--- src/fdn4_pkg.sv ---
// fdn4_pkg: shared types, constants and saturation helpers for the fdn4 reverb core
// no dependencies; imported by every other file of the block

package fdn4_pkg;

    localparam int SAMPLE_W  = 24;
    localparam int ACC_W     = 28;
    localparam int CFG_W     = 32;
    localparam int WET_W     = 16;
    localparam int WIDE_W    = 48;
    localparam int NUM_LINES = 4;
    localparam int NUM_REGS  = 5;
    localparam int ADDR_W    = $clog2(4 * NUM_REGS);

    // default delay line lengths in samples
    localparam int LEN0_DEF = 1492;
    localparam int LEN1_DEF = 1809;
    localparam int LEN2_DEF = 2011;
    localparam int LEN3_DEF = 2558;

    // result buffer and outstanding request count
    localparam int OBUF_DEPTH = 3;
    localparam int PEND_W     = $clog2(OBUF_DEPTH + 1);

    // q15 scaling
    localparam int Q_FRAC   = 15;
    localparam int RND_HALF = 1 << (Q_FRAC - 1);
    localparam logic [WET_W-1:0] FULL_WET = WET_W'(1 << Q_FRAC);

    typedef logic signed [SAMPLE_W-1:0] t_smp;
    typedef logic signed [ACC_W-1:0]    t_acc;

    localparam t_acc ACC_MAX = {1'b0, {(ACC_W-1){1'b1}}};
    localparam t_acc ACC_MIN = {1'b1, {(ACC_W-1){1'b0}}};
    localparam t_smp SMP_MAX = {1'b0, {(SAMPLE_W-1){1'b1}}};
    localparam t_smp SMP_MIN = {1'b1, {(SAMPLE_W-1){1'b0}}};

    // register map
    typedef enum logic [ADDR_W-3:0] {
        REG_LINE0 = 3'd0,
        REG_LINE1 = 3'd1,
        REG_LINE2 = 3'd2,
        REG_LINE3 = 3'd3,
        REG_WET   = 3'd4
    } t_reg_idx;

    typedef struct packed {
        logic [NUM_LINES-1:0][CFG_W-1:0] coefs;
        logic [WET_W-1:0]                wet_gain;
    } t_cfg;

    typedef struct packed {
        t_smp out_left;
        t_smp out_right;
        logic frame_end_out;
    } t_out_item;

    // saturate a wide value to the internal 28-bit range
    function automatic t_acc f_sat_acc(input logic signed [WIDE_W-1:0] v);
        if (v > WIDE_W'(ACC_MAX)) begin
            return ACC_MAX;
        end else if (v < WIDE_W'(ACC_MIN)) begin
            return ACC_MIN;
        end
        return t_acc'(v[ACC_W-1:0]);
    endfunction

    // saturate a wide value to the 24-bit sample range
    function automatic t_smp f_sat_smp(input logic signed [WIDE_W-1:0] v);
        if (v > WIDE_W'(SMP_MAX)) begin
            return SMP_MAX;
        end else if (v < WIDE_W'(SMP_MIN)) begin
            return SMP_MIN;
        end
        return t_smp'(v[SAMPLE_W-1:0]);
    endfunction

endpackage

--- src/fdn4_regs.sv ---
// fdn4_regs: apb register file holding filter coefficients and wet gain
// depends on fdn4_pkg for the register map and config struct

module fdn4_regs import fdn4_pkg::*; (
    input  logic              i_clk,
    input  logic              i_rst_n,
    input  logic              psel,
    input  logic              penable,
    input  logic              pwrite,
    input  logic [ADDR_W-1:0] paddr,
    input  logic [CFG_W-1:0]  pwdata,
    output logic [CFG_W-1:0]  prdata,
    output logic              pready,
    output t_cfg              o_cfg
);

    t_cfg     r_cfg;
    t_reg_idx idx;
    logic     wr;

    assign idx    = t_reg_idx'(paddr[ADDR_W-1:2]);
    assign wr     = psel && penable && pwrite;
    assign pready = 1'b1;
    assign o_cfg  = r_cfg;

    // register writes on the access cycle
    always_ff @(posedge i_clk) begin
        if (!i_rst_n) begin
            r_cfg <= '0;
        end else if (wr) begin
            case (idx)
                REG_LINE0: r_cfg.coefs[0] <= pwdata;
                REG_LINE1: r_cfg.coefs[1] <= pwdata;
                REG_LINE2: r_cfg.coefs[2] <= pwdata;
                REG_LINE3: r_cfg.coefs[3] <= pwdata;
                REG_WET:   r_cfg.wet_gain <= pwdata[WET_W-1:0];
                default:   ;
            endcase
        end
    end

    // read mux
    always_comb begin
        case (idx)
            REG_LINE0: prdata = r_cfg.coefs[0];
            REG_LINE1: prdata = r_cfg.coefs[1];
            REG_LINE2: prdata = r_cfg.coefs[2];
            REG_LINE3: prdata = r_cfg.coefs[3];
            REG_WET:   prdata = {{(CFG_W-WET_W){1'b0}}, r_cfg.wet_gain};
            default:   prdata = '0;
        endcase
    end

endmodule

--- config.mk ---
export PLATFORM = sky130hd
export DESIGN_NAME = fdn4_regs
export DESIGN_NICKNAME = d
export VERILOG_FILES = /design/src/fdn4_pkg.sv /design/src/fdn4_regs.sv
export SDC_FILE = /design/constraint.sdc
export NUM_CORES = 1
export LEC_CHECK = 0
export ABC_AREA = 1
export BUFFER_PORTS_ARGS = -buffer_cell sky130_fd_sc_hd__buf_2
export CELL_PAD_IN_SITES_DETAIL_PLACEMENT = 0
export CELL_PAD_IN_SITES_GLOBAL_PLACEMENT = 1
export CORE_ASPECT_RATIO = 0.5
export CORE_UTILIZATION = 35
export DETAILED_ROUTE_END_ITERATION = 10
export GPL_TIMING_DRIVEN = 0
export PLACE_DENSITY = 0.78
export SLEW_MARGIN = 10
export SYNTH_ARGS = -nofsm -noshare
export SYNTH_HDL_FRONTEND = slang
export SYNTH_SLANG_ARGS = --single-unit
--- constraint.sdc ---
create_clock -name i_clk -period 2 [get_ports i_clk]
set_input_delay 0.4 -clock i_clk [delete_from_list [all_inputs] [get_ports i_clk]]
set_output_delay 0.4 -clock i_clk [all_outputs]
set_load 0.03 [all_outputs]
* Word-level counts from Yosys, hierarchy flattened *
Cells that the tools add are included.

word-level totals
  bits in latches = 0
  input bits = 42
  register bits after elaboration = 144
  memories kept = 0
  bits in writable memories = 0
  ROM bits = 0

cells by class
  order comparisons = 0
  bitwise operators = 0
  reduce and logical (&&, ||, !) cells = 8
  eq/ne operators = 4
  multiplexer cells = 1
  add/sub/neg operators = 0
  $mul = 0
  shift operators = 0
  divide/modulo/power cells = 0

operators with widths
  kind                                                 count
  one-hot mux 32 bit (5 select lines)                  1
  AND reduction 2 bit                                  5
  equality test 3 x 2 -> 1 bit, second input constant  2
  equality test 3 x 1 -> 1 bit, second input constant  1
  equality test 3 bit, second input constant           1
  zero test 3 bit                                      1
  logical AND 1 bit                                    2

* Depth between registers and ports, before layout *
Gate-level depths: netlist of run 1.

  depth after elaboration = 3
  mapped depth = 9
  mapped depth without buffers = 7

* Least setup slack after synthesis of run 1 *
No wires, ideal clock.

  kind = in2out
  from = in paddr[4]
  to = out prdata[16]
  data arrival time = 1.421 ns
  cell stages on the path = 9
  path buffers = 2
  setup slack = 0.179 ns
  path through = buf_2 > inv_4 > nand2_2 > nor2_8 > buf_6 > nand2_1 > nand2_1 > inv_1 > nand2_1

on the way
  word-level cells in the longest chain between the ends = 2
  elaborated cells between the ends (all ways) = 6
  those cells by class = eq/ne (4); mux (1); reduce/logical (1)

ends and longest elaborated chain
  item                                         line             RTL
  start: declaration                           fdn4_regs.sv:10  input logic [ADDR_W-1:0] paddr,
  equality test 3 bit (tied with other cells)  fdn4_regs.sv:44  case (idx)
  one-hot mux 32 bit (5 select lines) (*)      fdn4_regs.sv:44
  end: declaration                             fdn4_regs.sv:12  output logic [CFG_W-1:0] prdata,

Every way passes the cells marked *; elsewhere a longest branch is shown, timed or not.

* Worst setup path in the final report of run 1 *
  from = in paddr[3]
  to = out prdata[20]

The elaborated chain is that of the path after synthesis.

==> results.yml, run 1 <==
sta:
  period_minus_slack_ns: 1.935
  worst_pin_slew_ns: 0.6805
  rsz0062_at_grt: "false"
  finalSetupViolCount: 0
  max_freq_mhz: 516.8
  slew_viol_final: 0
  period_share_pct: 96.75
  fin_skew_ns: 0
  relSlewSlack_pct: 54.63
  hold_violations: 0
  setup_tns_ns: 0
setup_path:
  critPathArrivalTime_ns: 1.53
  worstSetupPathType: "primary input to output port"
  required_ns: 1.60
  cp-start-kind: "primary input"
  reg2regPathDepth: 2
  cp-end-kind: "output port"
  crit_path_max_fanout: 8
job:
  drv_cap: 0
min_path:
  worstHoldPathType: "primary input to register"
  holdPathStages: 5
synthesis:
  synth_compound_area_share_pct: 0
  synthArstFlopShare_pct: 0
  synth_edf_count: 0
  synth_adder_area_share_pct: 0
  synth_top_area_share_pct: 40.41
  yosysUniqueCellTypes: 19
  synth_ff_type: "dfxtp_1"
  synth_cells: 1146
  yosysTopAreaCell: "dfxtp_1"
  netlist_area_um2: 7133
  synth_top_family_by_area: "simple AND/OR/NAND/NOR gates"
  synth_xor_area_share_pct: 0
  yosys-top-cells-count: "357 x nand2_1, 305 x nor2_1, 159 x nand3_1"
  ys_ff_latch: 144
  mappedNetlistNets: 1188
  synth.yosys.warnings: 0
  synthSimpleGateAreaFrac_pct: 49.55
  synthMuxAreaShare_pct: 0
  ys_seq_area_share_pct: 40.41
  yosys-top-cells-area: "dfxtp_1 40%, nand2_1 19%, nor2_1 16%, nand3_1 11%, inv_1 3.6%"
  synth.most_common_cell: "nand2_1"
  postSynthAreaPerCell_um2: 6.224
clock_tree:
  clock_sinks: 144
  path_clk_slew_ns: 0.06
  clock_tree.root_cell: "clkbuf_16"
  clkLatencyLatePin_ns: 0.42
  cts_buffers: 17
  clockBufferDepth: 2
  cts_tree: "yes"
  cts_max_level: 4
layout:
  multi_input_area_um2: 3546
  syn_to_final_growth_pct: 31.45
  drive_above_1_share_pct: 23.68
  layout.nets: 1427
  antennaDiodeCount: 0
  fin_util_pct: 47.53
  largest_reg_flops: 144
  regArea_um2: 2883
  fin_cells: 1664
  stdcell_area_um2: 9376
  num-fill-cells: 2165
pwr:
  powerDensity_nw_per_um2: 759.0
  p_leak_nw: 4.970
  irDropWorstVdd_uv: 581.4
routing:
  vias: 8010
  drt_iter0_drc: 488
  routed_wl_mm: 27.87
  wl_per_cell_um: 16.75
  drc: 0
  drtAntennaViolNets: 0
  viasPerCell: 4.814
  drt_first_pass_iters: 6
placed_design:
  hpwl_mm: 20.50
  gp_congestion: 0.8467
  dp_cells: 1624
  io_buffers: 212
  placed_area_um2: 8527
global_route:
  gr-total-overflow: 0
  grt_pass1_wl_mm: 41.44
  grt_max_degree: 17
  grt_antenna_before_repair: 0
  grt_pass1_vias: 7095
  grtUsageTotal_pct: 26.58
die:
  die_area_um2: 20990
  num_rows: 36
  core_area_um2: 19730
  initial_core_util_pct: 36.16
  die_w_um: 203.9
  pin_count: 219
  die_height_um: 102.9
status:
  outcome: "complete, no violations"
## layer usage
metal / vias up / track usage [%] / wire length, um
met5: - / 0 / 0
li1: 3995 / - / -
met4: 0 / 7.634 / 323
met1: 3698 / 37.57 / 13240
met2: 286 / 41.05 / 12260
met3: 31 / 5.152 / 2055
## critical path, stage by stage
cell and delay (ns):
buf_6 0.12, buf_12 0.13, nand2_2 0.09, nor2_8 0.21
clkbuf_16 0.19, nand2_1 0.05, nand2_1 0.06, inv_1 0.04
nand2_1 0.06, buf_2 0.19
## worst paths after layout
kind                            startpoint         end  slack [ns]
worst max-delay path              paddr[3]  prdata[20]        0.07
worst min-delay path            pwdata[27]  o_cfg[139]        0.33
worst max register to register   o_cfg[25]   o_cfg[25]        1.34
worst min register to register  o_cfg[132]  o_cfg[132]        0.50
## logic make-up (layout without fill, tap and decap cells)
group                  count (synthesis)  in the layout
other                                  1              1
buffers and inverters                149            401
flip-flops                           144            144
AND/OR/NAND/NOR                      852            852
## cells in the final DEF, fill, tap and decap left out, types with 3 or more instances in the layout
cell type | netlist | layout
nand2_1 | 357 | 357
nor2_1 | 305 | 304
buf_2 | 27 | 224
nand3_1 | 159 | 159
dfxtp_1 | 144 | 144
inv_1 | 68 | 68
buf_4 | 15 | 28
clkbuf_16 | 0 | 18
nand4_1 | 16 | 16
buf_6 | 8 | 15
buf_1 | 14 | 11
nor2_2 | 7 | 7
clkbuf_1 | 14 | 7
clkbuf_8 | 0 | 6
clkbuf_2 | 0 | 5
clkbuf_4 | 0 | 4
nor2_4 | 2 | 3
bufinv_16 | 0 | 3
## what timing repair did
action                                  CTS  global route
gates resized for setup                  28            36
hold buffers                              0             0
setup buffers                             3             3
endpoints found under the setup margin   32            32
gates cloned                              1             1
hold endpoints to repair                  0             0
pin swaps                                 1             1
## layout make-up
type | count | area share (%)
Buffer | 78 | 5.591
Clock buffer | 24 | 5.458
Clock inverter | 8 | 1.321
Inverter | 71 | 2.949
Multi-Input combinational cell | 853 | 37.82
Sequential cell | 144 | 30.74
Tap cell | 266 | 3.550
Timing Repair Buffer | 219 | 12.53
Timing Repair inverter | 1 | 0.04003
## through the flow
step | setup WS [ns] | hold WS (ns) | power, mW
after floorplan | 0.1789 | 0.6163 | 3.429
after global routing | 0.002172 | 0.3727 | 7.349
after global placement | -0.2118 | 0.4836 | 3.678
final | 0.06504 | 0.3348 | 7.117
after detailed placement | -0.2244 | 0.4900 | 3.685
after CTS | -0.003722 | 0.3312 | 7.111
## power by group
| group | total (mW) | leakage [nW] | switching, mW | internal, mW |
|---|---|---|---|---|
| sequential | 2.94 | 1.16 | 0.0318 | 2.91 |
| clock | 3.45 | 0.309 | 1.29 | 2.17 |
| combinational | 0.728 | 3.50 | 0.519 | 0.210 |
| total | 7.12 | 4.97 | 1.84 | 5.28 |
Power figures use the tool's default switching activity.
==> run 2, diff against run 1 <==
--- a/config.mk
+++ b/config.mk
@@ -5,15 +5,15 @@
 export SDC_FILE = /design/constraint.sdc
 export NUM_CORES = 1
 export LEC_CHECK = 0
-export ABC_AREA = 1
 export BUFFER_PORTS_ARGS = -buffer_cell sky130_fd_sc_hd__buf_2
 export CELL_PAD_IN_SITES_DETAIL_PLACEMENT = 0
 export CELL_PAD_IN_SITES_GLOBAL_PLACEMENT = 1
 export CORE_ASPECT_RATIO = 0.5
-export CORE_UTILIZATION = 35
+export CORE_UTILIZATION = 38
 export DETAILED_ROUTE_END_ITERATION = 10
 export GPL_TIMING_DRIVEN = 0
 export PLACE_DENSITY = 0.78
+export SKIP_CTS_REPAIR_TIMING = 1
 export SLEW_MARGIN = 10
 export SYNTH_ARGS = -nofsm -noshare
 export SYNTH_HDL_FRONTEND = slang
==> run 2 against run 1 <==
Against the previous run:
- critical path depth is 4 lower
- via count down 29%
- clock skew did not move
- final area down 5.5%
- fmax fell by 3.2%
- synthesized cell count shrank 45%
- largest cell class unchanged
- highest routed layer unchanged
==> results.yml, run 2 <==
routing:
  drt_iter0_drc: 402
  viasPerCell: 5.149
  routed_wl_mm: 21.85
  drc: 0
  wl_met3_mm: 1.172
  dr.max_layer_used: "met4"
  drt_first_pass_iters: 5
  wl_per_cell_um: 19.78
  vias: 5690
  wl_met2_mm: 10.12
  met1_length_mm: 10.40
  drtAntennaViolNets: 0
synthesis:
  yosys-top-cells-area: "dfxtp_1 44%, mux2i_1 23%, nand2_1 10%, mux4_2 5.5%, a22oi_1 3.5%"
  synthArstFlopShare_pct: 0
  ys_seq_area_share_pct: 44.38
  synth.most_common_cell: "nand2_1"
  synth_top_area_share_pct: 44.38
  yosysTopAreaCell: "dfxtp_1"
  netlist_area_um2: 6495
  yosys-top-cells-count: "177 x nand2_1, 146 x mux2i_1, 144 x dfxtp_1"
  ys_ff_latch: 144
  yosysUniqueCellTypes: 26
  postSynthAreaPerCell_um2: 10.36
  synth_cells: 627
  synth.yosys.warnings: 0
  mappedNetlistNets: 669
  synth_edf_count: 0
  synth_ff_type: "dfxtp_1"
setup_path:
  crit_path_max_fanout: 10
  cp-start-kind: "primary input"
  required_ns: 1.60
  critPathArrivalTime_ns: 1.60
  worstSetupPathType: "primary input to output port"
  cp-end-kind: "output port"
status:
  outcome: "complete, no violations"
pwr:
  irDropWorstVdd_uv: 622.2
  powerDensity_nw_per_um2: 770.1
  p_leak_nw: 3.692
sta:
  worst_pin_slew_ns: 0.8222
  slew_viol_final: 0
  finalSetupViolCount: 0
  fin_skew_ns: 0
  period_share_pct: 99.94
  rsz0062_at_grt: "true"
  setup_tns_ns: 0
  period_minus_slack_ns: 1.999
  max_freq_mhz: 500.3
  relSlewSlack_pct: 45.18
  setup_ws_ns: 0.001185
  hold_violations: 0
  whs_ns: 0.3156
layout:
  largest_reg_flops: 144
  layout_commonest_cell: "buf_2"
  layout.nets: 907
  drive_above_1_share_pct: 39.86
  num-fill-cells: 1539
  multi_input_area_um2: 3331
  syn_to_final_growth_pct: 36.49
  regArea_um2: 2893
  final_cell_mix: "194 x buf_2, 177 x nand2_1, 146 x mux2i_1"
  antennaDiodeCount: 0
die:
  initial_core_util_pct: 39.23
  core_area_um2: 16560
  die_height_um: 94.45
  num_rows: 33
  die_area_um2: 17650
  die_w_um: 186.9
  pin_count: 219
clock_tree:
  cts_max_level: 4
  path_clk_slew_ns: 0.06
  cts_buffers: 17
  clock_tree.root_cell: "clkbuf_16"
  clockBufferDepth: 2
  clkLatencyLatePin_ns: 0.41
  clock_sinks: 144
  cts_tree: "yes"
global_route:
  grt_pass1_vias: 5487
  grt_max_degree: 17
  grt_antenna_before_repair: 0
  grt_pass1_wl_mm: 32.50
  gr-total-overflow: 0
  grtUsageTotal_pct: 24.45
min_path:
  worstHoldPathType: "primary input to register"
job:
  drv_cap: 0
placed_design:
  hpwl_mm: 14.89
  pre_cts_ws_ns: -0.4048
  gp_congestion: 0.8004
  io_buffers: 212
## run 2: cell count changes after synthesis, sizes merged, moves of 16 or more
cell	previous run	this run
nor2	316	2
nand2	359	177
nand3	161	0
mux2i	0	146
inv	71	0
a22oi	0	30
buf	64	35
nor2b	0	17
mux4	0	16
## run 2: kinds of logic (layout without fill, tap and decap cells)
group | after synthesis | count (layout) | synth area share [%]
buf+inv | 54 | 305 | 6.068
mux | 177 | 177 | 30.65
flops | 144 | 144 | 44.38
simple gates | 203 | 203 | 13.60
compound gates | 48 | 48 | 5.240
other cells | 1 | 1 | 0.05774
## run 2: layout make-up
cell class / count / share of cell area, %
Clock inverter: 13 / 1.990
Timing Repair Buffer: 219 / 13.80
Sequential cell: 144 / 32.63
Multi-Input combinational cell: 429 / 37.57
Tap cell: 227 / 3.204
Clock buffer: 19 / 4.996
Buffer: 54 / 5.801
## run 2: per-stage QoR
stage	area [um^2]	utilization [%]	instances	power, mW
global placement	7903	47.73	1066	3.441
global route	8865	53.54	1105	7.013
detailed placement	7903	47.73	1066	3.446
CTS	8522	51.47	1098	6.785
finish	8865	53.54	1105	6.827
floorplan	6558	-	627	3.256
## run 2: worst paths after layout
check        slack [ns]         end  cells past startpoint        from
max               0.001  prdata[10]                      6    paddr[2]
min                0.32  o_cfg[133]                      3  pwdata[21]
max reg2reg        1.27   o_cfg[15]                      2   o_cfg[15]
min reg2reg        0.47   o_cfg[67]                      2   o_cfg[67]
## run 2: metal layers
layer,up-vias,GRT usage [%]
met5,-,0
met1,2817,33.41
met3,16,5.351
met2,189,39.30
li1,2668,-
met4,0,6.352
## run 2: worst max-delay path, stage by stage
cell     delay (ns)
buf_4          0.16
buf_12         0.16
mux2_2         0.35
a22oi_1        0.16
o22ai_1        0.13
buf_4          0.22
## run 2: report_power, final
part | switching (mW) | internal, mW
clock network | 1.35 | 2.03
registers | 0.0176 | 2.89
logic | 0.356 | 0.183
==> run 3, diff against run 2 <==
--- a/config.mk
+++ b/config.mk
@@ -9,10 +9,10 @@
 export CELL_PAD_IN_SITES_DETAIL_PLACEMENT = 0
 export CELL_PAD_IN_SITES_GLOBAL_PLACEMENT = 1
 export CORE_ASPECT_RATIO = 0.5
-export CORE_UTILIZATION = 38
+export CORE_UTILIZATION = 34
 export DETAILED_ROUTE_END_ITERATION = 10
-export GPL_TIMING_DRIVEN = 0
-export PLACE_DENSITY = 0.78
+export GPL_TIMING_DRIVEN = 1
+export PLACE_DENSITY = 0.74
 export SKIP_CTS_REPAIR_TIMING = 1
 export SLEW_MARGIN = 10
 export SYNTH_ARGS = -nofsm -noshare
==> constraint.sdc (replaced) <==
create_clock -name i_clk -period 1.7 [get_ports i_clk]
set_input_delay 0.34 -clock i_clk [delete_from_list [all_inputs] [get_ports i_clk]]
set_output_delay 0.34 -clock i_clk [all_outputs]
set_load 0.03 [all_outputs]
==> run 3 against run 2 <==
Against the previous run:
- the run now ends with setup timing left
- utilization shrank 2.6 points
- global-route usage shrank 5.2 points
- critical path depth shrank 1
- non-clock buffer count grew 4
- critical endpoint is now prdata[19]
- largest cell class unchanged
- highest routed layer is now met5
==> results.yml, run 3 (synthesized netlist as in run 2, its figures left out) <==
status:
  outcome: "complete, but fails checks"
  violations: "setup timing"
setup_path:
  cp-end-kind: "output port"
  critPathArrivalTime_ns: 1.51
  path_buf_inv: 3
  required_ns: 1.36
  path_delay_family: "multiplexers"
  cp-start-kind: "primary input"
  slowest_stage: "mux4_2"
  worstSetupPathType: "primary input to output port"
  crit_path_max_fanout: 18
  cp_cell_sequence: "buf_4 -> buf_8 -> mux4_2 -> nor2b_4 -> buf_6"
  slowest_delay_ns: 0.53
global_route:
  grt_pass1_vias: 5114
  grt_antenna_before_repair: 2
  grtUsageTotal_pct: 19.30
  grt_max_degree: 46
  gr-total-overflow: 0
  grt_pass1_wl_mm: 29.10
routing:
  drtAntennaViolNets: 0
  routed_wl_mm: 20.15
  drt_first_pass_iters: 5
  wl_per_cell_um: 17.64
  viasPerCell: 4.870
  vias: 5561
  drt_iter0_drc: 192
  drc: 0
sta:
  hold_violations: 0
  period_minus_slack_ns: 1.845
  whs_ns: 0.2574
  slew_viol_final: 0
  rsz0062_at_grt: "true"
  fin_skew_ns: 0
  finalSetupViolCount: 31
  setup_ws_ns: -0.1453
  period_share_pct: 108.5
  max_freq_mhz: 541.9
layout:
  final_cell_mix: "180 x buf_2, 177 x nand2_1, 146 x mux2i_1"
  num-fill-cells: 1697
  largest_reg_flops: 144
  layout_commonest_cell: "buf_2"
  syn_to_final_growth_pct: 45.68
  fin_cells: 1142
  layout.nets: 911
  drive_above_1_share_pct: 53.51
placed_design:
  hpwl_mm: 13.91
  dp_cells: 1088
  gp_congestion: 0.7711
  io_buffers: 215
  pre_cts_ws_ns: -0.4093
clock_tree:
  clockBufferDepth: 2
  path_clk_slew_ns: 0.06
  clkLatencyLatePin_ns: 0.41
  clock_sinks: 144
  cts_buffers: 17
  cts_tree: "yes"
  cts_max_level: 4
  clock_tree.root_cell: "clkbuf_16"
min_path:
  worstHoldPathType: "primary input to register"
pwr:
  p_int_mw: 5.987
  powerDensity_nw_per_um2: 837.7
  switchingPower_mw: 1.940
  p_sw_share_pct: 24.47
  p_total_mw: 7.926
  p_seq_share_pct: 43.2
  pwr-share-comb_pct: 8.2
  irDropWorstVdd_uv: 585.2
  p_leak_nw: 3.912
  power_frac_clock_pct: 48.6
die:
  die_height_um: 99.73
  die_area_um2: 19690
  core_area_um2: 18570
  num_rows: 35
  pin_count: 219
  die_w_um: 197.5
  initial_core_util_pct: 34.98
job:
  drv_cap: 0
[run 3: per-stage QoR]
stage | area (um^2) | TNS [ns] | util (%)
2_1_floorplan | 6621 | -0.4828 | -
3_3_place_gp | 8058 | -12.80 | 43.40
3_5_place_dp | 8058 | -16.42 | 43.40
4_1_cts | 8666 | -9.886 | 46.67
5_1_grt | 9459 | -3.899 | 50.94
6_report | 9462 | -2.664 | 50.96
[run 3: power groups by stage]
stage | Clock [mW] | Combinational [mW] | Sequential, mW
4_1_cts | 3.94 | 0.560 | 3.42
5_1_grt | 4.11 | 0.694 | 3.42
2_1_floorplan | 0 | 0.299 | 3.54
6_report | 3.85 | 0.652 | 3.42
3_5_place_dp | 0 | 0.559 | 3.49
3_3_place_gp | 0 | 0.555 | 3.49
[run 3: worst paths after layout]
check                   from  depth (start not counted)         end  slack (ns)
hold reg to reg    o_cfg[47]                          2   o_cfg[47]        0.46
setup reg to reg  o_cfg[119]                          3  o_cfg[119]        1.02
setup / recovery    paddr[3]                          5  prdata[19]       -0.15
hold / removal    pwdata[21]                          3  o_cfg[133]        0.26
[run 3: layer usage]
layer  vias up  share of wire, %  GRT usage, %  wire (um)
li1       2664                 -             -          -
met2       106                50         32.20      10010
met5         -             0.065             0         13
met3         8               3.3         3.798        670
met4         2              0.38         5.247         76
met1      2781                47         25.48       9379
[run 3: tightest hold or removal path: cells and delay by family]
| kind | cells | cell delay, ns |
|---|---|---|
| buf+inv | 1 | 0.09 |
| mux | 1 | 0.09 |
| simple gates | 1 | 0.11 |
[run 3: layout make-up]
class | count | area, um^2 | area share (%)
multi-input combinational | 429 | 3556 | 37.58
sequential | 144 | 2968 | 31.37
timing repair buffer | 277 | 2003 | 21.17
clock buffer | 17 | 425.4 | 4.496
tap | 259 | 324.1 | 3.425
clock inverter | 15 | 182.7 | 1.931
antenna | 1 | 2.502 | 0.02645
